$ cat config.mk
export PLATFORM = sky130hd
export DESIGN_NAME = i2c_master_register_access_flat
export DESIGN_NICKNAME = d
export VERILOG_FILES = /design/src/hw/rtl/i2cm_pkg.sv /design/src/hw/rtl/i2cm_cmd_if.sv /design/src/hw/rtl/i2cm_res_if.sv /design/src/hw/rtl/i2cm_fsm.sv /design/src/hw/rtl/i2c_master_register_access.sv /design/src/flat_wrapper.sv
export VERILOG_INCLUDE_DIRS = /design/src /design/src/hw/rtl
export SDC_FILE = /design/constraint.sdc
export NUM_CORES = 1
export LEC_CHECK = 0
export BUFFER_PORTS_ARGS = -buffer_cell sky130_fd_sc_hd__buf_4
export CORE_MARGIN = 4
export CORE_UTILIZATION = 45
export DETAILED_ROUTE_END_ITERATION = 10
export PLACE_DENSITY = 0.73
export SYNTH_ARGS = -nofsm -noshare
export SYNTH_HDL_FRONTEND = slang
export SYNTH_HIERARCHICAL = 1
export SYNTH_SLANG_ARGS = --single-unit
$ cat constraint.sdc
create_clock -name i_clk -period 2.8 [get_ports i_clk]
set_input_delay 0.28 -clock i_clk [delete_from_list [all_inputs] [get_ports i_clk]]
set_output_delay 0.28 -clock i_clk [all_outputs]
set_load 0.1 [all_outputs]
$ cat src/hw/rtl/i2c_master_register_access_defines.svh
// assertion macros for the i2c register access rtl
// no dependencies; files that assert include this header by name
`ifndef I2C_MASTER_REGISTER_ACCESS_DEFINES_SVH
`define I2C_MASTER_REGISTER_ACCESS_DEFINES_SVH

`ifndef NO_ASSERTIONS

// same-cycle implication, off during reset
`define I2CM_ASSERT_IMPLY(label, clk, rst_n, ante, cons) \
    label: assert property (@(posedge clk) disable iff (!(rst_n)) (ante) |-> (cons)) \
        else $error("i2cm assertion failed");

// next-cycle implication, off during reset
`define I2CM_ASSERT_NEXT(label, clk, rst_n, ante, cons) \
    label: assert property (@(posedge clk) disable iff (!(rst_n)) (ante) |=> (cons)) \
        else $error("i2cm assertion failed");

`else

`define I2CM_ASSERT_IMPLY(label, clk, rst_n, ante, cons)
`define I2CM_ASSERT_NEXT(label, clk, rst_n, ante, cons)

`endif

`endif

$ cat src/hw/rtl/i2cm_pkg.sv
// shared types and constants for the i2c register access master
// no dependencies
package i2cm_pkg;

    localparam int CFG_DATA_W = 16;

    localparam logic [1:0] OP_READ  = 2'd1;
    localparam logic [1:0] OP_WRITE = 2'd2;

    localparam logic CFG_IDX_ACK_LIMIT = 1'b0;
    localparam logic CFG_IDX_RECOVERY  = 1'b1;

    localparam logic [7:0]  ACK_LIMIT_RST = 8'd250;
    localparam logic [15:0] RECOVERY_RST  = 16'd2500;

    typedef struct packed {
        logic [1:0] opcode;
        logic [7:0] target_addr;
        logic [7:0] reg_addr;
        logic [7:0] length;
        logic [7:0] tx_byte;
        logic       sda_in;
    } t_cmd;

    typedef struct packed {
        logic       scl_out;
        logic       sda_out;
        logic [7:0] rx_byte;
        logic       rx_valid;
        logic       rx_last;
        logic       tx_request;
        logic       busy_res;
        logic       done_res;
        logic       ack_error;
    } t_res;

endpackage

$ cat src/hw/rtl/i2cm_cmd_if.sv
// valid/ready channel carrying one tick beat into the master
// depends on i2cm_pkg
interface i2cm_cmd_if;
    logic              valid;
    logic              ready;
    i2cm_pkg::t_cmd    payload;

    modport source (output valid, output payload, input ready);
    modport sink   (input valid, input payload, output ready);
endinterface

$ cat src/hw/rtl/i2cm_res_if.sv
// valid/ready channel carrying one result beat out of the master
// depends on i2cm_pkg
interface i2cm_res_if;
    logic              valid;
    logic              ready;
    i2cm_pkg::t_res    payload;

    modport source (output valid, output payload, input ready);
    modport sink   (input valid, input payload, output ready);
endinterface

$ cat src/hw/rtl/i2cm_fsm.sv
// half-bit phase sequencer: bus state, shifting, ack timeout, write recovery
// depends on i2cm_pkg and i2c_master_register_access_defines.svh
`include "i2c_master_register_access_defines.svh"

module i2cm_fsm (
    input  logic           i_clk,
    input  logic           i_rst_n,
    input  logic           i_adv,
    input  i2cm_pkg::t_cmd i_cmd,
    input  logic [7:0]     i_ack_limit,
    input  logic [15:0]    i_recovery_ticks,
    output i2cm_pkg::t_res o_res
);

    typedef enum logic [4:0] {
        PH_IDLE       = 5'd0,
        PH_START_HOLD = 5'd1,
        PH_START_LOW  = 5'd2,
        PH_TX_LOW     = 5'd3,
        PH_TX_HIGH    = 5'd4,
        PH_TACK_LOW   = 5'd5,
        PH_TACK_HIGH  = 5'd6,
        PH_RX_LOW     = 5'd7,
        PH_RX_HIGH    = 5'd8,
        PH_MACK_LOW   = 5'd9,
        PH_MACK_HIGH  = 5'd10,
        PH_RS_LOW     = 5'd11,
        PH_RS_HIGH    = 5'd12,
        PH_STOP_LOW   = 5'd13,
        PH_STOP_HIGH  = 5'd14,
        PH_RECOVERY   = 5'd15
    } t_phase;

    typedef enum logic [1:0] {
        STG_DEV_W = 2'd0,
        STG_REG   = 2'd1,
        STG_DEV_R = 2'd2,
        STG_DATA  = 2'd3
    } t_stage;

    t_phase      r_phase, n_phase;
    t_stage      r_stage, n_stage;
    logic [3:0]  r_bit_count, n_bit_count;
    logic [7:0]  r_shift, n_shift;
    logic [7:0]  r_byte_count, n_byte_count;
    logic [7:0]  r_ack_timer, n_ack_timer;
    logic [15:0] r_rec_timer, n_rec_timer;
    logic [7:0]  r_latched_dev, n_latched_dev;
    logic [7:0]  r_latched_reg, n_latched_reg;
    logic [7:0]  r_latched_len, n_latched_len;
    logic        r_read_mode, n_read_mode;
    logic        r_aborted, n_aborted;

    logic [8:0]  eff_len;
    logic        last_byte;

    assign eff_len   = (r_latched_len == 8'd0) ? 9'd1 : {1'b0, r_latched_len};
    assign last_byte = (({1'b0, r_byte_count} + 9'd1) >= eff_len);

    always_comb begin
        logic [7:0]  shifted;
        logic [3:0]  bit_inc;
        logic [7:0]  byte_next;
        logic [15:0] rec_dec;
        logic        keep_busy;

        shifted   = {r_shift[6:0], 1'b0};
        bit_inc   = r_bit_count + 4'd1;
        byte_next = r_byte_count + 8'd1;
        rec_dec   = r_rec_timer - 16'd1;
        keep_busy = 1'b0;

        n_phase       = PH_IDLE;
        n_stage       = r_stage;
        n_bit_count   = r_bit_count;
        n_shift       = r_shift;
        n_byte_count  = r_byte_count;
        n_ack_timer   = r_ack_timer;
        n_rec_timer   = r_rec_timer;
        n_latched_dev = r_latched_dev;
        n_latched_reg = r_latched_reg;
        n_latched_len = r_latched_len;
        n_read_mode   = r_read_mode;
        n_aborted     = r_aborted;

        o_res         = '0;
        o_res.scl_out = 1'b1;
        o_res.sda_out = 1'b1;

        case (r_phase)
            PH_START_HOLD: begin
                n_phase       = PH_START_LOW;
                o_res.scl_out = 1'b0;
                o_res.sda_out = 1'b0;
                n_bit_count   = 4'd0;
            end
            PH_START_LOW: begin
                n_phase       = PH_TX_LOW;
                o_res.scl_out = 1'b0;
                o_res.sda_out = r_shift[7];
            end
            PH_TX_LOW: begin
                n_phase       = PH_TX_HIGH;
                o_res.scl_out = 1'b1;
                o_res.sda_out = r_shift[7];
            end
            PH_TX_HIGH: begin
                n_shift       = shifted;
                n_bit_count   = bit_inc;
                o_res.scl_out = 1'b0;
                if (bit_inc >= 4'd8) begin
                    n_phase       = PH_TACK_LOW;
                    o_res.sda_out = 1'b1;
                    n_ack_timer   = 8'd0;
                end else begin
                    n_phase       = PH_TX_LOW;
                    o_res.sda_out = shifted[7];
                end
            end
            PH_TACK_LOW: begin
                n_phase = PH_TACK_HIGH;
            end
            PH_TACK_HIGH: begin
                if (i_cmd.sda_in) begin
                    if (r_ack_timer >= i_ack_limit) begin
                        n_aborted     = 1'b1;
                        n_phase       = PH_STOP_LOW;
                        o_res.scl_out = 1'b0;
                        o_res.sda_out = 1'b0;
                    end else begin
                        n_ack_timer = r_ack_timer + 8'd1;
                        n_phase     = PH_TACK_HIGH;
                    end
                end else begin
                    o_res.scl_out = 1'b0;
                    n_bit_count   = 4'd0;
                    if (r_stage == STG_DEV_W) begin
                        n_stage       = STG_REG;
                        n_shift       = r_latched_reg;
                        n_phase       = PH_TX_LOW;
                        o_res.sda_out = r_latched_reg[7];
                    end else if (r_stage == STG_REG && r_read_mode) begin
                        n_phase = PH_RS_LOW;
                    end else if (r_stage == STG_DEV_R) begin
                        n_shift      = 8'd0;
                        n_byte_count = 8'd0;
                        n_phase      = PH_RX_LOW;
                    end else begin
                        // write: count acked data bytes, then send or stop
                        if (r_stage != STG_DATA) begin
                            byte_next = 8'd0;
                        end
                        n_byte_count = byte_next;
                        n_stage      = STG_DATA;
                        if ({1'b0, byte_next} >= eff_len) begin
                            n_phase       = PH_STOP_LOW;
                            o_res.sda_out = 1'b0;
                        end else begin
                            n_shift          = i_cmd.tx_byte;
                            o_res.tx_request = 1'b1;
                            n_phase          = PH_TX_LOW;
                            o_res.sda_out    = i_cmd.tx_byte[7];
                        end
                    end
                end
            end
            PH_RS_LOW: begin
                n_phase = PH_RS_HIGH;
            end
            PH_RS_HIGH: begin
                n_stage       = STG_DEV_R;
                n_shift       = r_latched_dev | 8'h01;
                n_phase       = PH_START_HOLD;
                o_res.sda_out = 1'b0;
            end
            PH_RX_LOW: begin
                n_phase = PH_RX_HIGH;
            end
            PH_RX_HIGH: begin
                n_shift       = {r_shift[6:0], i_cmd.sda_in};
                n_bit_count   = bit_inc;
                o_res.scl_out = 1'b0;
                if (bit_inc >= 4'd8) begin
                    o_res.rx_valid = 1'b1;
                    o_res.rx_byte  = {r_shift[6:0], i_cmd.sda_in};
                    o_res.rx_last  = last_byte;
                    o_res.sda_out  = last_byte;
                    n_phase        = PH_MACK_LOW;
                end else begin
                    n_phase = PH_RX_LOW;
                end
            end
            PH_MACK_LOW: begin
                n_phase       = PH_MACK_HIGH;
                o_res.sda_out = last_byte;
            end
            PH_MACK_HIGH: begin
                n_byte_count  = byte_next;
                o_res.scl_out = 1'b0;
                if ({1'b0, byte_next} >= eff_len) begin
                    n_phase       = PH_STOP_LOW;
                    o_res.sda_out = 1'b0;
                end else begin
                    n_bit_count = 4'd0;
                    n_shift     = 8'd0;
                    n_phase     = PH_RX_LOW;
                end
            end
            PH_STOP_LOW: begin
                n_phase       = PH_STOP_HIGH;
                o_res.sda_out = 1'b0;
            end
            PH_STOP_HIGH: begin
                o_res.done_res  = 1'b1;
                o_res.ack_error = r_aborted;
                if (!r_read_mode && !r_aborted && i_recovery_ticks != 16'd0) begin
                    n_rec_timer = i_recovery_ticks;
                    n_phase     = PH_RECOVERY;
                end
            end
            PH_RECOVERY: begin
                n_rec_timer = rec_dec;
                keep_busy   = 1'b1;
                n_phase     = (rec_dec == 16'd0) ? PH_IDLE : PH_RECOVERY;
            end
            default: begin
                if ((i_cmd.opcode == i2cm_pkg::OP_READ) ||
                    (i_cmd.opcode == i2cm_pkg::OP_WRITE)) begin
                    n_latched_dev = i_cmd.target_addr;
                    n_latched_reg = i_cmd.reg_addr;
                    n_latched_len = i_cmd.length;
                    n_read_mode   = (i_cmd.opcode == i2cm_pkg::OP_READ);
                    n_shift       = i_cmd.target_addr & 8'hFE;
                    n_stage       = STG_DEV_W;
                    n_bit_count   = 4'd0;
                    n_byte_count  = 8'd0;
                    n_ack_timer   = 8'd0;
                    n_aborted     = 1'b0;
                    n_phase       = PH_START_HOLD;
                    o_res.sda_out = 1'b0;
                end
            end
        endcase

        o_res.busy_res = (n_phase != PH_IDLE) || keep_busy;
    end

    always_ff @(posedge i_clk) begin
        if (!i_rst_n) begin
            r_phase       <= PH_IDLE;
            r_stage       <= STG_DEV_W;
            r_bit_count   <= 4'd0;
            r_shift       <= 8'd0;
            r_byte_count  <= 8'd0;
            r_ack_timer   <= 8'd0;
            r_rec_timer   <= 16'd0;
            r_latched_dev <= 8'd0;
            r_latched_reg <= 8'd0;
            r_latched_len <= 8'd0;
            r_read_mode   <= 1'b0;
            r_aborted     <= 1'b0;
        end else if (i_adv) begin
            r_phase       <= n_phase;
            r_stage       <= n_stage;
            r_bit_count   <= n_bit_count;
            r_shift       <= n_shift;
            r_byte_count  <= n_byte_count;
            r_ack_timer   <= n_ack_timer;
            r_rec_timer   <= n_rec_timer;
            r_latched_dev <= n_latched_dev;
            r_latched_reg <= n_latched_reg;
            r_latched_len <= n_latched_len;
            r_read_mode   <= n_read_mode;
            r_aborted     <= n_aborted;
        end
    end

    `I2CM_ASSERT_IMPLY(a_recovery_after_clean_write, i_clk, i_rst_n, r_phase == PH_RECOVERY, !r_read_mode && !r_aborted)
    `I2CM_ASSERT_IMPLY(a_rx_byte_in_range, i_clk, i_rst_n, r_phase == PH_RX_LOW, {1'b0, r_byte_count} < eff_len)
    `I2CM_ASSERT_NEXT(a_rx_then_master_ack, i_clk, i_rst_n, i_adv && o_res.rx_valid, r_phase == PH_MACK_LOW)
    `I2CM_ASSERT_NEXT(a_ack_timer_counts, i_clk, i_rst_n, i_adv && r_phase == PH_TACK_HIGH && i_cmd.sda_in && r_ack_timer < i_ack_limit, r_ack_timer == 8'($past(r_ack_timer) + 8'd1))

endmodule

$ cat src/hw/rtl/i2c_master_register_access.sv
// i2c master for device register reads and writes. each accepted command beat is one
// half-bit tick of the bus and yields exactly one result beat with the pin levels and
// status for that tick. a beat is taken every cycle while the result register is free
// or being drained, so the sustained rate is one tick per clock and each result is
// registered; the rate is set by the single result register behind the phase sequencer.
// the ack timeout and post-write recovery are set through the config write port.
// depends on i2cm_pkg, i2cm_cmd_if, i2cm_res_if and i2cm_fsm
module i2c_master_register_access (
    input  logic                            i_clk,
    input  logic                            i_rst_n,
    i2cm_cmd_if.sink                        i_cmd,
    i2cm_res_if.source                      o_res,
    input  logic                            i_cfg_we,
    input  logic                            i_cfg_idx,
    input  logic [i2cm_pkg::CFG_DATA_W-1:0] i_cfg_data
);

    logic [7:0]     r_ack_limit;
    logic [15:0]    r_recovery_ticks;
    logic           r_res_valid;
    i2cm_pkg::t_res r_res;

    logic           adv;
    i2cm_pkg::t_res step_res;

    assign i_cmd.ready = !r_res_valid || o_res.ready;
    assign adv         = i_cmd.valid && i_cmd.ready;

    i2cm_fsm u_fsm (
        .i_clk            (i_clk),
        .i_rst_n          (i_rst_n),
        .i_adv            (adv),
        .i_cmd            (i_cmd.payload),
        .i_ack_limit      (r_ack_limit),
        .i_recovery_ticks (r_recovery_ticks),
        .o_res            (step_res)
    );

    // config registers
    always_ff @(posedge i_clk) begin
        if (!i_rst_n) begin
            r_ack_limit      <= i2cm_pkg::ACK_LIMIT_RST;
            r_recovery_ticks <= i2cm_pkg::RECOVERY_RST;
        end else if (i_cfg_we) begin
            case (i_cfg_idx)
                i2cm_pkg::CFG_IDX_ACK_LIMIT: r_ack_limit      <= i_cfg_data[7:0];
                i2cm_pkg::CFG_IDX_RECOVERY:  r_recovery_ticks <= i_cfg_data[15:0];
                default: ;
            endcase
        end
    end

    // result register
    always_ff @(posedge i_clk) begin
        if (!i_rst_n) begin
            r_res_valid <= 1'b0;
        end else if (adv) begin
            r_res_valid <= 1'b1;
        end else if (o_res.ready) begin
            r_res_valid <= 1'b0;
        end
    end

    always_ff @(posedge i_clk) begin
        if (adv) begin
            r_res <= step_res;
        end
    end

    assign o_res.valid   = r_res_valid;
    assign o_res.payload = r_res;

endmodule

$ cat src/flat_wrapper.sv
// flat-port wrapper written by rule: the top's interface ports become plain ports
module i2c_master_register_access_flat 
  (i_clk, i_rst_n, i_cfg_we, i_cfg_idx, i_cfg_data, i_cmd_valid, i_cmd_payload, i_cmd_ready, o_res_valid, o_res_payload, o_res_ready);
  i2cm_cmd_if i_cmd_i ();
  i2cm_res_if o_res_i ();
  input  logic i_clk;
  input  logic i_rst_n;
  input  logic i_cfg_we;
  input  logic i_cfg_idx;
  input  logic [i2cm_pkg::CFG_DATA_W-1:0] i_cfg_data;
  input wire logic [$bits(i_cmd_i.valid)-1:0] i_cmd_valid;
  input wire logic [$bits(i_cmd_i.payload)-1:0] i_cmd_payload;
  output wire logic [$bits(i_cmd_i.ready)-1:0] i_cmd_ready;
  output wire logic [$bits(o_res_i.valid)-1:0] o_res_valid;
  output wire logic [$bits(o_res_i.payload)-1:0] o_res_payload;
  input wire logic [$bits(o_res_i.ready)-1:0] o_res_ready;
  assign i_cmd_i.valid = i_cmd_valid;
  assign i_cmd_i.payload = i_cmd_payload;
  assign i_cmd_ready = i_cmd_i.ready;
  assign o_res_valid = o_res_i.valid;
  assign o_res_payload = o_res_i.payload;
  assign o_res_i.ready = o_res_ready;
  i2c_master_register_access u_core (.i_clk(i_clk), .i_rst_n(i_rst_n), .i_cmd(i_cmd_i), .o_res(o_res_i), .i_cfg_we(i_cfg_we), .i_cfg_idx(i_cfg_idx), .i_cfg_data(i_cfg_data));
endmodule
* Word-level counts from Yosys, hierarchy flattened
Cells that the tools add are included.
** Storage, ports and cells
- Register bits :: 118
- Bits of input ports :: 57
- Output and inout bits :: 18
** Operators by class
- Add/subtract/negate cells :: 5
- Order comparisons :: 5
- Eq/ne operators :: 32
- Mux-type cells :: 71
- Bitwise logic cells :: 9
- Reductions and logical operators :: 47
** Operators by type and width (number)
- 2-to-1 mux 8 bit :: 22
- case mux 5 bit (15 select lines) :: 1
- case mux 8 bit (3 select lines) :: 2
- case mux 8 bit (6 select lines) :: 1
- equality test 5 x 4 -> 1 bit (second input constant) :: 8
- OR reduction 13 bit :: 3
- 2-to-1 mux 4 bit :: 9
- case mux 16 bit (2 select lines) :: 1
- greater-or-equal comparator 8 bit :: 3
- equality test 5 x 3 -> 1 bit (second input constant) :: 4
- 2-to-1 mux 5 bit :: 4
- inequality test 2 bit (second input constant) :: 10
- case mux 4 bit (5 select lines) :: 1
- OR reduction 10 bit :: 2
- AND reduction 6 bit :: 3
- adder 8 x 1 -> 8 bit (second input constant) :: 2
- logical NOT 16 bit :: 1
- 2-to-1 mux 16 bit :: 1
- 2-to-1 mux 2 bit :: 8
- nonzero test 16 bit :: 1
- subtractor 16 x 1 -> 16 bit (second input constant) :: 1
- 2-to-1 mux 1 bit :: 15
- OR reduction 15 bit :: 1
- OR reduction 5 bit :: 3
- other kinds (32) :: 62

* Longest topological paths before layout
Gate-level depths: netlist of run 1.
- Depth after elaboration :: 16
- Gate-level depth with buffers :: 13

* Hierarchy
Netlist of run 1, hierarchy kept.
** By module, submodules not included
- i2cm_fsm :: instances 1, cells each 736, area an instance 5396.4 µm², sequential area each 1501.4 µm²
- i2c_master_register_access :: instances 1, cells each 129, area an instance 1539.0 µm², sequential area each 980.9 µm²

* Worst setup path before layout of run 1
OpenSTA, ideal clock, no wires.
- Kind :: reg2reg
- Start :: register u_core.r_res_valid (netlist: u_core/o_res.valid)
- End :: register u_core.u_fsm.r_ack_timer[6]
- Library setup time :: 0.073 ns
- Arrival time :: 3.469 ns
- Path slack :: -0.742 ns
- Stages on the path, launching flop included :: 9
- Cell sequence :: dfxtp_1 > nand2b_1 > and2_1 > nand3_1 > a21o_1 > a21o_1 > buf_2 > or4_1 > a21oi_1
** On the way
- Word-level cells in the longest chain between the ends :: 4
** RTL lines
- start: declaration :: line i2c_master_register_access.sv:20 : logic r_res_valid;
- start signal: assignment :: line i2c_master_register_access.sv:56 : r_res_valid <= 1'b0;
- start signal: assignment :: line i2c_master_register_access.sv:58 : r_res_valid <= 1'b1;
- start signal: assignment :: line i2c_master_register_access.sv:60 : r_res_valid <= 1'b0;
- logical NOT 1 bit :: line i2c_master_register_access.sv:26 : assign i_cmd.ready = !r_res_valid || o_res.ready;
- logical OR 1 bit :: line i2c_master_register_access.sv:26
- named net i_cmd_ready :: line flat_wrapper.sv:13 : output wire logic [$bits(i_cmd_i.ready)-1:0] i_cmd_ready;
- logical AND 1 bit :: line i2c_master_register_access.sv:27 : assign adv = i_cmd.valid && i_cmd.ready;
- named net u_core.adv :: line i2c_master_register_access.sv:23 : logic adv;
- AND reduction 6 bit (no source line)
- end signal: assignment :: line i2cm_fsm.sv:268 : r_ack_timer <= n_ack_timer;
- end: declaration :: line i2cm_fsm.sv:46 : logic [7:0] r_ack_timer, n_ack_timer;
The timed path passes the listed nets, and every way through them passes these cells.
A chain may end at the register's enable or synchronous reset.

* Final worst setup path of run 1
- Start :: register u_core.u_fsm.r_byte_count[3]
- End :: register u_core.u_fsm.r_shift[2]
** On the way
- Word-level cells in the longest chain between the ends :: 10
- Elaborated cells between the ends (all ways) :: 12
- Those cells by class :: add/sub: 1; order compare: 2; eq/ne: 2; mux: 6; reduce/logical: 1
** RTL lines
- start: declaration :: line i2cm_fsm.sv:45 : logic [7:0] r_byte_count, n_byte_count;
- start signal: assignment :: line i2cm_fsm.sv:267 : r_byte_count <= n_byte_count;
- adder 8 x 1 -> 8 bit * :: line i2cm_fsm.sv:69 : byte_next = r_byte_count + 8'd1;
- 2-to-1 mux 8 bit :: line i2cm_fsm.sv:150 : if (r_stage != STG_DATA) begin
- 2-to-1 mux 8 bit :: line i2cm_fsm.sv:144 : end else if (r_stage == STG_DEV_R) begin
- 2-to-1 mux 8 bit :: line i2cm_fsm.sv:142 : end else if (r_stage == STG_REG && r_read_mode) begin
- 2-to-1 mux 8 bit :: line i2cm_fsm.sv:137 : if (r_stage == STG_DEV_W) begin
- 2-to-1 mux 8 bit :: line i2cm_fsm.sv:124 : if (i_cmd.sda_in) begin
- 2-to-1 mux 8 bit :: line i2cm_fsm.sv:90 : case (r_phase)
- greater-or-equal comparator 8 bit :: line i2cm_fsm.sv:155 : if ({1'b0, byte_next} >= eff_len) begin
- inequality test 4 bit (no source line)
- AND reduction 7 bit (no source line) *
- end signal: assignment :: line i2cm_fsm.sv:266 : r_shift <= n_shift;
- end: declaration :: line i2cm_fsm.sv:44 : logic [7:0] r_shift, n_shift;
Every way passes the cells marked *; elsewhere a longest branch is shown, timed or not. The select of a mux whose other input is x is not followed.

==> results of run 1 <==
## tightest hold or removal path: cells and delay by family
kind / cells / cell delay, ps
simple gates: 1 / 70
buf+inv: 1 / 80
compound gates: 1 / 70
## metrics by stage
stage          worst slack (ps)  setup TNS (ps)  hold slack [ps]  total power [mW]  std cells
4_1_cts                   0.909               0             93.4              4.75       1141
3_3_place_gp              -74.4           -87.8              445              2.56       1109
6_report                   6.64               0              103              4.79       1144
3_5_place_dp               -139            -675              450              2.57       1109
2_1_floorplan              26.5               0              411              2.34        865
5_1_grt                   -86.7            -507              104              4.97       1144
## cell usage in the layout (no fill, tap or decap), types with 6 or more instances in the layout
cell type | Yosys | final
nand2b_1 | 10 | 9
mux2i_1 | 11 | 11
edfxtp_1 | 16 | 16
ha_1 | 30 | 27
nand4_1 | 16 | 16
and2_1 | 22 | 21
o211ai_1 | 7 | 7
nand2_1 | 94 | 93
clkbuf_16 | 0 | 18
or3_1 | 7 | 7
inv_1 | 46 | 46
dfxtp_2 | 0 | 6
and3_1 | 13 | 10
or2_2 | 6 | 6
buf_4 | 4 | 114
a21oi_1 | 67 | 65
nor4_1 | 14 | 13
o21ai_0 | 63 | 57
o21ai_1 | 6 | 9
a31oi_1 | 11 | 8
nor3_1 | 13 | 12
dfxtp_1 | 100 | 94
nand3_1 | 24 | 20
nor2_1 | 69 | 68
a21boi_0 | 14 | 14
o21a_1 | 13 | 13
a22oi_1 | 12 | 12
a211oi_1 | 8 | 8
nand3b_1 | 6 | 6
o21ai_2 | 5 | 8
nor2b_1 | 15 | 14
## cell families (layout without fill, tap and decap cells)
logic type	after synthesis	count (layout)
fa+ha+maj	30	30
compound gates	259	259
buf+inv	105	196
simple gates	331	331
mux	11	11
xor+xnor	13	13
flops	116	116
## path summary, 6_finish.rpt
path | to | cells after the start
max reg2reg | u_core/u_fsm/r_shift[2] | 13
min reg2reg | u_core/u_fsm/r_latched_reg[0] | 2
min | u_core/r_recovery_ticks[11] | 3
max | u_core/u_fsm/r_shift[2] | 13
## what timing repair did
item                                    in CTS  in global routing
buffers inserted                             0                  2
gates cloned                                 0                  1
endpoints found under the setup margin      11                 18
pin swaps                                    3                 16
resized for setup                            8                 48
## layer usage
layer / part of all wire / up-vias / global-route usage
met5: 0 / - / 0
met4: 0.021 / 0 / 0.0858
met3: 0.057 / 42 / 0.0477
met2: 0.48 / 208 / 0.321
met1: 0.44 / 3133 / 0.269
li1: - / 3268 / -
## cell type report
type	instances	share of cell area
Clock inverter	14	0.0186
Clock buffer	18	0.0493
Tap cell	188	0.0270
Multi-Input combinational cell	644	0.494
Timing Repair Buffer	117	0.105
Sequential cell	116	0.286
Inverter	47	0.0203
## synth_stat cells (5+ instances only)
cell	number
nor3_1	13
o21ai_2	5
a22oi_1	12
ha_1	30
nor4_1	14
o21ai_0	63
inv_1	46
a211oi_1	8
and2_1	22
or2_2	6
nand2_1	94
xor2_1	8
nand3b_1	6
a21boi_0	14
nor2b_1	15
buf_2	13
a31oi_1	11
nand4_1	16
o31ai_1	7
edfxtp_1	16
nand3_1	24
dfxtp_1	100
a21oi_1	67
nand2b_1	10
o211ai_2	5
or3_1	7
nor2_1	69
o21a_1	13
o21ai_1	6
mux2i_1	11
clkbuf_1	34
o211ai_1	7
and3_1	13
## where the power goes
group,total (mW),internal (mW),switching [mW]
Clock,2.17,1.39,0.780
Combinational,0.807,0.306,0.500
Sequential,1.81,1.76,0.0559
==> results.py, run 1 <==
metrics = {
    "outcome": {
        "status": "complete, no violations",
    },
    "synthesis": {
        "synth_edf_count": 16,
        "ys_types": 77,
        "synthMuxAreaShare": 0.0159,
        "synth_adder_area_share": 0.0541,
        "synth_top_family_by_area": "simple AND/OR/NAND/NOR gates",
        "synth_xor_area_frac": 0.0175,
        "synth_compound_area_frac": 0.243,
        "synth_nets": 952,
        "synth_warnings": 6,
        "synth.avg_cell_area_um2": 8.02,
        "synthArstFlopShare": 0,
        "synth_flop_cell": "dfxtp_1",
        "synth_largest_area_cell": "dfxtp_1",
        "synth-simple-area-share": 0.246,
        "yosysTopAreaCellShare": 0.289,
        "seq_area_frac_synth": 0.358,
        "syn_area_um2": 6940,
        "synth-seq-cells": 116,
        "syn-instance-count": 865,
        "ys_top_cells_by_area": "dfxtp_1, edfxtp_1, ha_1",
    },
    "sta": {
        "fmax_ghz": 0.358,
        "worst_pin_slew_ps": 1090,
        "skew_ps": 8.27,
        "setup_viol": 0,
        "drv_slew": 0,
        "relSlewSlack": 0.274,
        "hold_viol": 0,
        "period_needed_ps": 2790,
        "grt_setup_unrepaired": "yes",
        "fin_crit_sh": 0.998,
    },
    "clock_tree": {
        "numCtsBuffers": 17,
        "postCtsHoldBufs": 0,
        "cts_tree": "yes",
        "cts.sinks": 116,
        "cts_max_level": 4,
        "cts_root_buffer": "clkbuf_16",
        "clk_pin_slew_ps": 60,
        "insertion_delay_ps": 420,
        "cts_buffer_depth": 2,
    },
    "finish": {
        "diodes": 0,
        "syn_to_final_growth_pct": 25.4,
        "fillers": 1337,
        "layout.nets": 1030,
        "regArea_um2": 2490,
        "multi_input_area_um2": 4290,
        "drive_gt1_frac": 0.232,
        "finalInstanceArea_um2": 8700,
        "post-route-util": 0.574,
    },
    "setup_path": {
        "worstReg2RegStart": "u_core/u_fsm/r_byte_count[3]",
        "critPathTopFamily": "compound AO/OA/AOI/OAI gates",
        "crit_slowest_cell": "dfxtp_2",
        "cp_num_buf_inv": 1,
        "slowest_delay_ps": 330,
        "cp.arrival_ps": 3060,
        "cp.required_ps": 3070,
        "crit_start": "u_core/u_fsm/r_byte_count[3]",
        "crit_path_cell_trace": "and3_4, and3_4, xor2_2, nor2b_2, ha_1, a21o_1, a21o_1, a21oi_4, o211a_4, o2111ai_4, buf_12, nand3_2, o31ai_4",
        "critPathMaxFanout": 6,
        "critPathKind": "reg2reg",
        "r2r_slack_ps": 7,
        "cp-end-kind": "flop",
        "start_kind": "flop",
    },
    "pwr": {
        "power_leakage_nw": 3.50,
        "power_density_nw_per_um2": 551,
        "ir_drop_mv": 0.452,
    },
    "placement": {
        "place_hpwl_um": 12500,
        "gp_congestion": 0.891,
        "place_area_um2": 7790,
        "port_buffers": 73,
    },
    "grt": {
        "grt_overflow": 0,
        "grtUsageTotal": 0.204,
        "grt_pass1_vias": 6128,
        "antenna_found_initial": 0,
        "grt_max_degree": 47,
        "grt_pass1_wl_um": 29500,
    },
    "floorplanning": {
        "rows": 45,
        "die_y_um": 132,
        "die_w_um": 132,
        "start_util": 0.458,
        "dieArea_um2": 17500,
        "coreArea_um2": 15100,
        "ios": 75,
    },
    "routing": {
        "drc": 0,
        "dr_total_vias": 6651,
        "via_per_inst": 5.81,
        "antenna_left": 0,
        "drtIter0Drc": 523,
        "wl_um": 18600,
        "first_pass_iters": 5,
        "wl_per_cell_um": 16.3,
    },
    "min_path": {
        "min_path_type": "in2reg",
        "min-delay-start": "i_cfg_data[11]",
    },
    "flow_run": {
        "drv_cap": 0,
    },
}
Power figures use the tool's default switching activity.
==> run 2: changes to the inputs <==
--- a/config.mk
+++ b/config.mk
@@ -6,11 +6,12 @@
 export SDC_FILE = /design/constraint.sdc
 export NUM_CORES = 1
 export LEC_CHECK = 0
+export ABC_AREA = 1
 export BUFFER_PORTS_ARGS = -buffer_cell sky130_fd_sc_hd__buf_4
 export CORE_MARGIN = 4
 export CORE_UTILIZATION = 45
 export DETAILED_ROUTE_END_ITERATION = 10
-export PLACE_DENSITY = 0.73
+export PLACE_DENSITY = 0.71
 export SYNTH_ARGS = -nofsm -noshare
 export SYNTH_HDL_FRONTEND = slang
 export SYNTH_HIERARCHICAL = 1
==> constraint.sdc (replaced) <==
create_clock -name i_clk -period 3.02 [get_ports i_clk]
set_input_delay 0.302 -clock i_clk [delete_from_list [all_inputs] [get_ports i_clk]]
set_output_delay 0.302 -clock i_clk [all_outputs]
set_load 0.1 [all_outputs]
==> results.py, run 2 <==
metrics = {
    "routing": {
        "via_per_inst": 5.28,
        "wl_um": 17800,
        "wl_per_cell_um": 14.4,
        "drc": 0,
        "dr_total_vias": 6512,
        "drtIter0Drc": 453,
        "first_pass_iters": 5,
        "antenna_left": 0,
    },
    "clock_tree": {
        "clk_pin_slew_ps": 50,
        "cts_tree": "yes",
        "cts_buffer_depth": 2,
        "numCtsBuffers": 17,
        "cts.sinks": 116,
        "cts_root_buffer": "clkbuf_16",
        "cts_max_level": 4,
        "postCtsHoldBufs": 0,
        "insertion_delay_ps": 420,
    },
    "floorplanning": {
        "rows": 44,
        "ios": 75,
        "coreArea_um2": 14600,
        "die_w_um": 130,
        "die_y_um": 130,
        "start_util": 0.460,
        "dieArea_um2": 16900,
    },
    "pwr": {
        "ir_drop_mv": 0.415,
        "power_leakage_nw": 3.72,
        "p_total_mw": 4.57,
        "power_density_nw_per_um2": 569,
    },
    "synthesis": {
        "ys_top_cells_by_area": "dfxtp_1, nand2_1, nor2_1",
        "synthMuxAreaShare": 0.00149,
        "synthMostInstantiatedCell": "nand2_1",
        "synth-seq-cells": 116,
        "syn_area_um2": 6710,
        "syn-instance-count": 963,
        "synth_edf_count": 16,
        "yosysTopAreaCellShare": 0.298,
        "synth.avg_cell_area_um2": 6.97,
        "synthArstFlopShare": 0,
        "synth_flop_cell": "dfxtp_1",
        "synth_largest_area_cell": "dfxtp_1",
        "synth_warnings": 6,
        "synth_compound_area_frac": 0.164,
        "seq_area_frac_synth": 0.370,
        "synth_nets": 1050,
        "synth-simple-area-share": 0.302,
        "synthTopCellsByCount": "nand2_1, nor2_1, inv_1",
        "synth_xor_area_frac": 0.0143,
        "synth_adder_area_share": 0.0559,
        "ys_types": 51,
        "synth_top_family_by_area": "simple AND/OR/NAND/NOR gates",
    },
    "setup_path": {
        "cp-end-kind": "flop",
        "cp_num_buf_inv": 2,
        "crit_slowest_cell": "dfxtp_2",
        "cpMostUsedCell": "nor2_1",
        "slowest_delay_ps": 380,
        "critPathMaxFanout": 14,
        "critPathKind": "reg2reg",
        "start_kind": "flop",
        "cp.arrival_ps": 3050,
        "critPathTopFamily": "simple AND/OR/NAND/NOR gates",
        "crit_path_cell_trace": "nand4_1, nor2_1, nand2_1, nor2_1, xnor2_1, inv_1, ha_1, nand2_1, nor2_1, nand4_1, nand3_1, nand2_1, nand3_1, inv_2, o21ai_1, nor2_1",
        "cp.required_ps": 3300,
    },
    "sta": {
        "grt_setup_unrepaired": "no",
        "fmax_ghz": 0.361,
        "worst_pin_slew_ps": 1010,
        "fin_crit_sh": 0.918,
        "period_needed_ps": 2770,
        "setup_tns_ps": 0,
        "skew_ps": 14.3,
        "drv_slew": 0,
        "setup_ws_ps": 249,
        "relSlewSlack": 0.325,
        "setup_viol": 0,
        "hold_viol": 0,
    },
    "finish": {
        "drive_gt1_frac": 0.159,
        "layout.nets": 1125,
        "syn_to_final_growth_pct": 19.7,
        "fillers": 1404,
        "diodes": 0,
        "fin_cells": 1234,
        "final_cell_mix": "nand2_1, nor2_1, inv_1, dfxtp_1, buf_4",
        "post-route-util": 0.551,
        "final_common_cell": "nand2_1",
    },
    "placement": {
        "gp_congestion": 0.928,
        "place_hpwl_um": 13100,
        "pre_cts_ws_ps": 98.4,
        "placedCellCount": 1202,
        "port_buffers": 73,
    },
    "grt": {
        "antenna_found_initial": 0,
        "grt_pass1_vias": 6098,
        "grtUsageTotal": 0.218,
        "grt_max_degree": 68,
        "grt_overflow": 0,
        "grt_pass1_wl_um": 29400,
    },
    "flow_run": {
        "drv_cap": 0,
    },
    "min_path": {
        "min_path_type": "in2reg",
    },
    "outcome": {
        "status": "complete, no violations",
    },
}
run 2: cell types whose count changed after synthesis, sizes merged, moves of 22 or more:
cell   previous run  this run
nand3            25        57
nand2            94       180
and2             22         0
inv              47       122
nor2             72       182
run 2: per-stage QoR:
step | area, µm² | hold slack (ps)
3_5_place_dp | 7410 | 447
4_1_cts | 8000 | 72.6
3_3_place_gp | 7410 | 436
5_1_grt | 8040 | 87.9
6_report | 8040 | 90.5
2_1_floorplan | 6720 | 415
run 2: logic make-up (layout without fill, tap and decap cells):
logic type	count (synthesis)	count (layout)
buffers and inverters	150	237
adder cells (fa/ha/maj)	30	30
AND/OR/NAND/NOR	458	458
XOR/XNOR	11	11
multiplexers	1	1
flip-flops	116	116
AO/OA/AOI/OAI	197	197
run 2: power breakdown:
group | total, mW | switching (mW) | internal [mW]
Combinational | 0.860 | 0.579 | 0.281
Sequential | 1.73 | 0.0661 | 1.66
Clock | 1.98 | 0.686 | 1.30
run 2: cell type report:
class                   instances  area, µm²  share of cell area
repair buffers                 82        616              0.0766
clock inverters                 8       97.6              0.0121
inverters                     124        473              0.0588
clock buffers                  23        489              0.0609
multi-input cells             697       3640               0.453
well taps                     184        230              0.0286
flip-flops and latches        116       2490               0.310
run 2: worst min-delay path, stage by stage:
cell	delay [ps]
buf_4	70
nand2_1	40
nand3_1	50
run 2: path summary, 6_finish.rpt:
kind                                                    start                       endpoint  slack [ps]  depth (start not counted)
worst min-delay path                           i_cfg_data[11]    u_core/r_recovery_ticks[11]          90                          3
worst min register to register  u_core/u_fsm/r_latched_dev[6]  u_core/u_fsm/r_latched_dev[6]         450                          2
worst max-delay path             u_core/u_fsm/r_byte_count[2]        u_core/u_fsm/r_shift[6]         250                         16
worst max register to register   u_core/u_fsm/r_byte_count[2]        u_core/u_fsm/r_shift[6]         250                         16
run 2: per-layer routing:
layer / wire (µm) / GRT usage / share of wire
met4: 163 / 0.0562 / 0.0092
met1: 8240 / 0.304 / 0.46
met5: 0 / 0 / 0
met3: 1130 / 0.0569 / 0.064
met2: 8260 / 0.338 / 0.46
run 2: what timing repair did:
action,4_1_cts,5_1_grt
setup buffers,0,1
hold endpoints to repair,0,0
resized for setup,0,12
endpoints found under the setup margin,0,14
==> run 3: changes to the inputs <==
--- a/config.mk
+++ b/config.mk
@@ -14,5 +14,4 @@
 export PLACE_DENSITY = 0.71
 export SYNTH_ARGS = -nofsm -noshare
 export SYNTH_HDL_FRONTEND = slang
-export SYNTH_HIERARCHICAL = 1
 export SYNTH_SLANG_ARGS = --single-unit
==> results.py, run 3 <==
metrics = {
    "synthesis": {
        "synth_warnings": 0,
        "synth_largest_area_cell": "dfxtp_1",
        "synth_flop_cell": "dfxtp_1",
        "synth_edf_count": 16,
        "seq_area_frac_synth": 0.379,
        "synth_nets": 1026,
        "ys_top_cells_by_area": "dfxtp_1, nand2_1, nor2_1",
        "synthArstFlopShare": 0,
        "synthTopCellsByCount": "nand2_1, nor2_1, inv_1",
        "synthMostInstantiatedCell": "nand2_1",
        "synth.avg_cell_area_um2": 6.98,
        "syn_area_um2": 6560,
        "ys_types": 49,
        "syn-instance-count": 939,
        "yosysTopAreaCellShare": 0.305,
        "synth-seq-cells": 116,
    },
    "floorplanning": {
        "die_y_um": 129,
        "dieArea_um2": 16600,
        "die_w_um": 129,
        "ios": 75,
        "start_util": 0.465,
        "coreArea_um2": 14100,
        "rows": 43,
    },
    "setup_path": {
        "start_kind": "flop",
        "reg2reg_to": "u_core.o_res.payload[2]",
        "cp.arrival_ps": 2990,
        "rr_worst_depth": 17,
        "worstReg2RegStart": "u_core.u_fsm.r_byte_count[1]",
        "critPathKind": "reg2reg",
        "critPathMaxFanout": 4,
        "critPathTopFamily": "simple AND/OR/NAND/NOR gates",
        "cpMostUsedCell": "nand2_1",
        "cp-end-kind": "flop",
        "crit_slowest_cell": "dfxtp_1",
        "cp.required_ps": 3180,
        "slowest_delay_ps": 370,
        "cp_num_buf_inv": 1,
        "crit_start": "u_core.u_fsm.r_byte_count[1]",
        "crit_path_cell_trace": "ha_2, nand4_1, nor2_2, xor2_1, inv_1, nor2_1, ha_1, nand2_1, nor2_1, nor3_2, nand3_2, nand2_1, nand2_1, a21oi_1, nand3_1, nor2_1, nand2_1",
        "r2r_slack_ps": 200,
    },
    "finish": {
        "final_common_cell": "nand2_1",
        "final_cell_mix": "nand2_1, nor2_1, inv_1, dfxtp_1, buf_4",
        "drive_gt1_frac": 0.154,
        "syn_to_final_growth_pct": 20.5,
        "finalInstanceArea_um2": 7900,
        "diodes": 0,
        "fin_cells": 1204,
        "layout.nets": 1098,
    },
    "min_path": {
        "hold_path_end": "u_core.r_recovery_ticks[6]",
        "min_path_type": "in2reg",
        "hold-path-cell-count": 3,
        "min-delay-start": "i_cfg_data[6]",
    },
    "clock_tree": {
        "cts_tree": "yes",
        "cts_max_level": 4,
        "cts_root_buffer": "clkbuf_16",
        "cts_buffer_depth": 2,
        "insertion_delay_ps": 420,
        "numCtsBuffers": 17,
        "clk_pin_slew_ps": 60,
        "cts.sinks": 116,
    },
    "routing": {
        "wl_um": 17200,
        "via_per_inst": 5.29,
        "antenna_left": 0,
        "wl_per_cell_um": 14.3,
        "drc": 0,
        "dr_total_vias": 6374,
        "first_pass_iters": 5,
        "drtIter0Drc": 464,
    },
    "pwr": {
        "clockPowerShare": 0.437,
        "power_leakage_nw": 3.59,
        "sw_frac_of_total": 0.297,
        "ir_drop_mv": 0.393,
        "p_comb_frac": 0.182,
        "p_total_mw": 4.52,
        "power_density_nw_per_um2": 572,
        "power_frac_seq": 0.382,
        "p_switching_mw": 1.34,
        "p_int_mw": 3.17,
    },
    "sta": {
        "relSlewSlack": 0.394,
        "setup_viol": 0,
        "setup_ws_ps": 198,
        "fmax_ghz": 0.354,
        "period_needed_ps": 2820,
        "holdWs_ps": 94.1,
        "hold_viol": 0,
        "worst_pin_slew_ps": 904,
        "skew_ps": 6.93,
        "fin_crit_sh": 0.934,
        "drv_slew": 0,
    },
    "grt": {
        "grt_pass1_vias": 5819,
        "grt_max_degree": 62,
        "antenna_found_initial": 0,
        "grt_overflow": 0,
        "grt_pass1_wl_um": 28400,
        "grtUsageTotal": 0.214,
    },
    "placement": {
        "pre_cts_ws_ps": 84.5,
        "gp_congestion": 0.945,
        "place_area_um2": 7280,
        "place_hpwl_um": 12700,
        "placedCellCount": 1172,
        "port_buffers": 73,
    },
    "outcome": {
        "status": "complete, no violations",
    },
    "flow_run": {
        "drv_cap": 0,
    },
}
run 3: changes by cell type after synthesis, moves of 7 or more:
cell      change
nand3_1      -15
inv_1        +10
nor2_1       -32
o211ai_1     +16
o22ai_1      -11
o21ai_0       +7
a21oi_1       +9
run 3: layout make-up:
| class | count | area [µm²] |
|---|---|---|
| clock buffers | 21 | 492 |
| multi-input cells | 665 | 3500 |
| well taps | 180 | 225 |
| clock inverters | 11 | 96.3 |
| inverters | 130 | 490 |
| fillers | 1389 | 6200 |
| flip-flops and latches | 116 | 2490 |
| repair buffers | 81 | 608 |
run 3: worst max path at each step:
stage | end | slack [ps] | cells after the start
after detailed placement | u_core.o_res.payload[2] | 80 | 17
after floorplan | u_core.u_fsm.r_aborted | 120 | 8
after global placement | u_core.o_res.payload[2] | 160 | 17
after CTS | u_core.o_res.payload[2] | 60 | 17
after global routing | u_core.o_res.payload[2] | -20 | 17
final | u_core.o_res.payload[2] | 200 | 17
run 3: what timing repair did:
item,in CTS,in global routing
setup endpoints to repair,0,14
hold buffers,0,0
setup buffers,0,0
resized for setup,0,10
run 3: cells by family after synthesis:
logic type / count (synthesis) / synth area share
adder cells (fa/ha/maj): 30 / 0.0572
XOR/XNOR: 9 / 0.0120
AO/OA/AOI/OAI: 210 / 0.183
AND/OR/NAND/NOR: 416 / 0.278
flip-flops: 116 / 0.379
buffers and inverters: 158 / 0.0920
run 3: stage by stage:
stage	setup TNS (ps)	util
2_1_floorplan	0	-
3_3_place_gp	0	0.517
3_5_place_dp	0	0.517
4_1_cts	0	0.558
5_1_grt	-19.5	0.560
6_report	0	0.560
run 3: per-layer routing:
layer	vias to the layer above	GRT usage	wire, µm
met3	28	0.0486	772
met2	164	0.336	7930
met5	-	0	0
met1	2902	0.293	8230
met4	0	0.0661	281
li1	3280	-	-
run 3: power groups by stage:
stage          Sequential (mW)  Clock [mW]  Combinational [mW]
4_1_cts                   1.72        2.01               0.807
6_report                  1.72        1.97               0.820
3_5_place_dp              1.75           0               0.803
3_3_place_gp              1.75           0               0.796
2_1_floorplan             1.85           0               0.470
5_1_grt                   1.73        2.09               0.907
run 3: worst min-delay path: stages:
cell and delay, ps:
buf_4 80, nand2_1 40, nand3_1 50
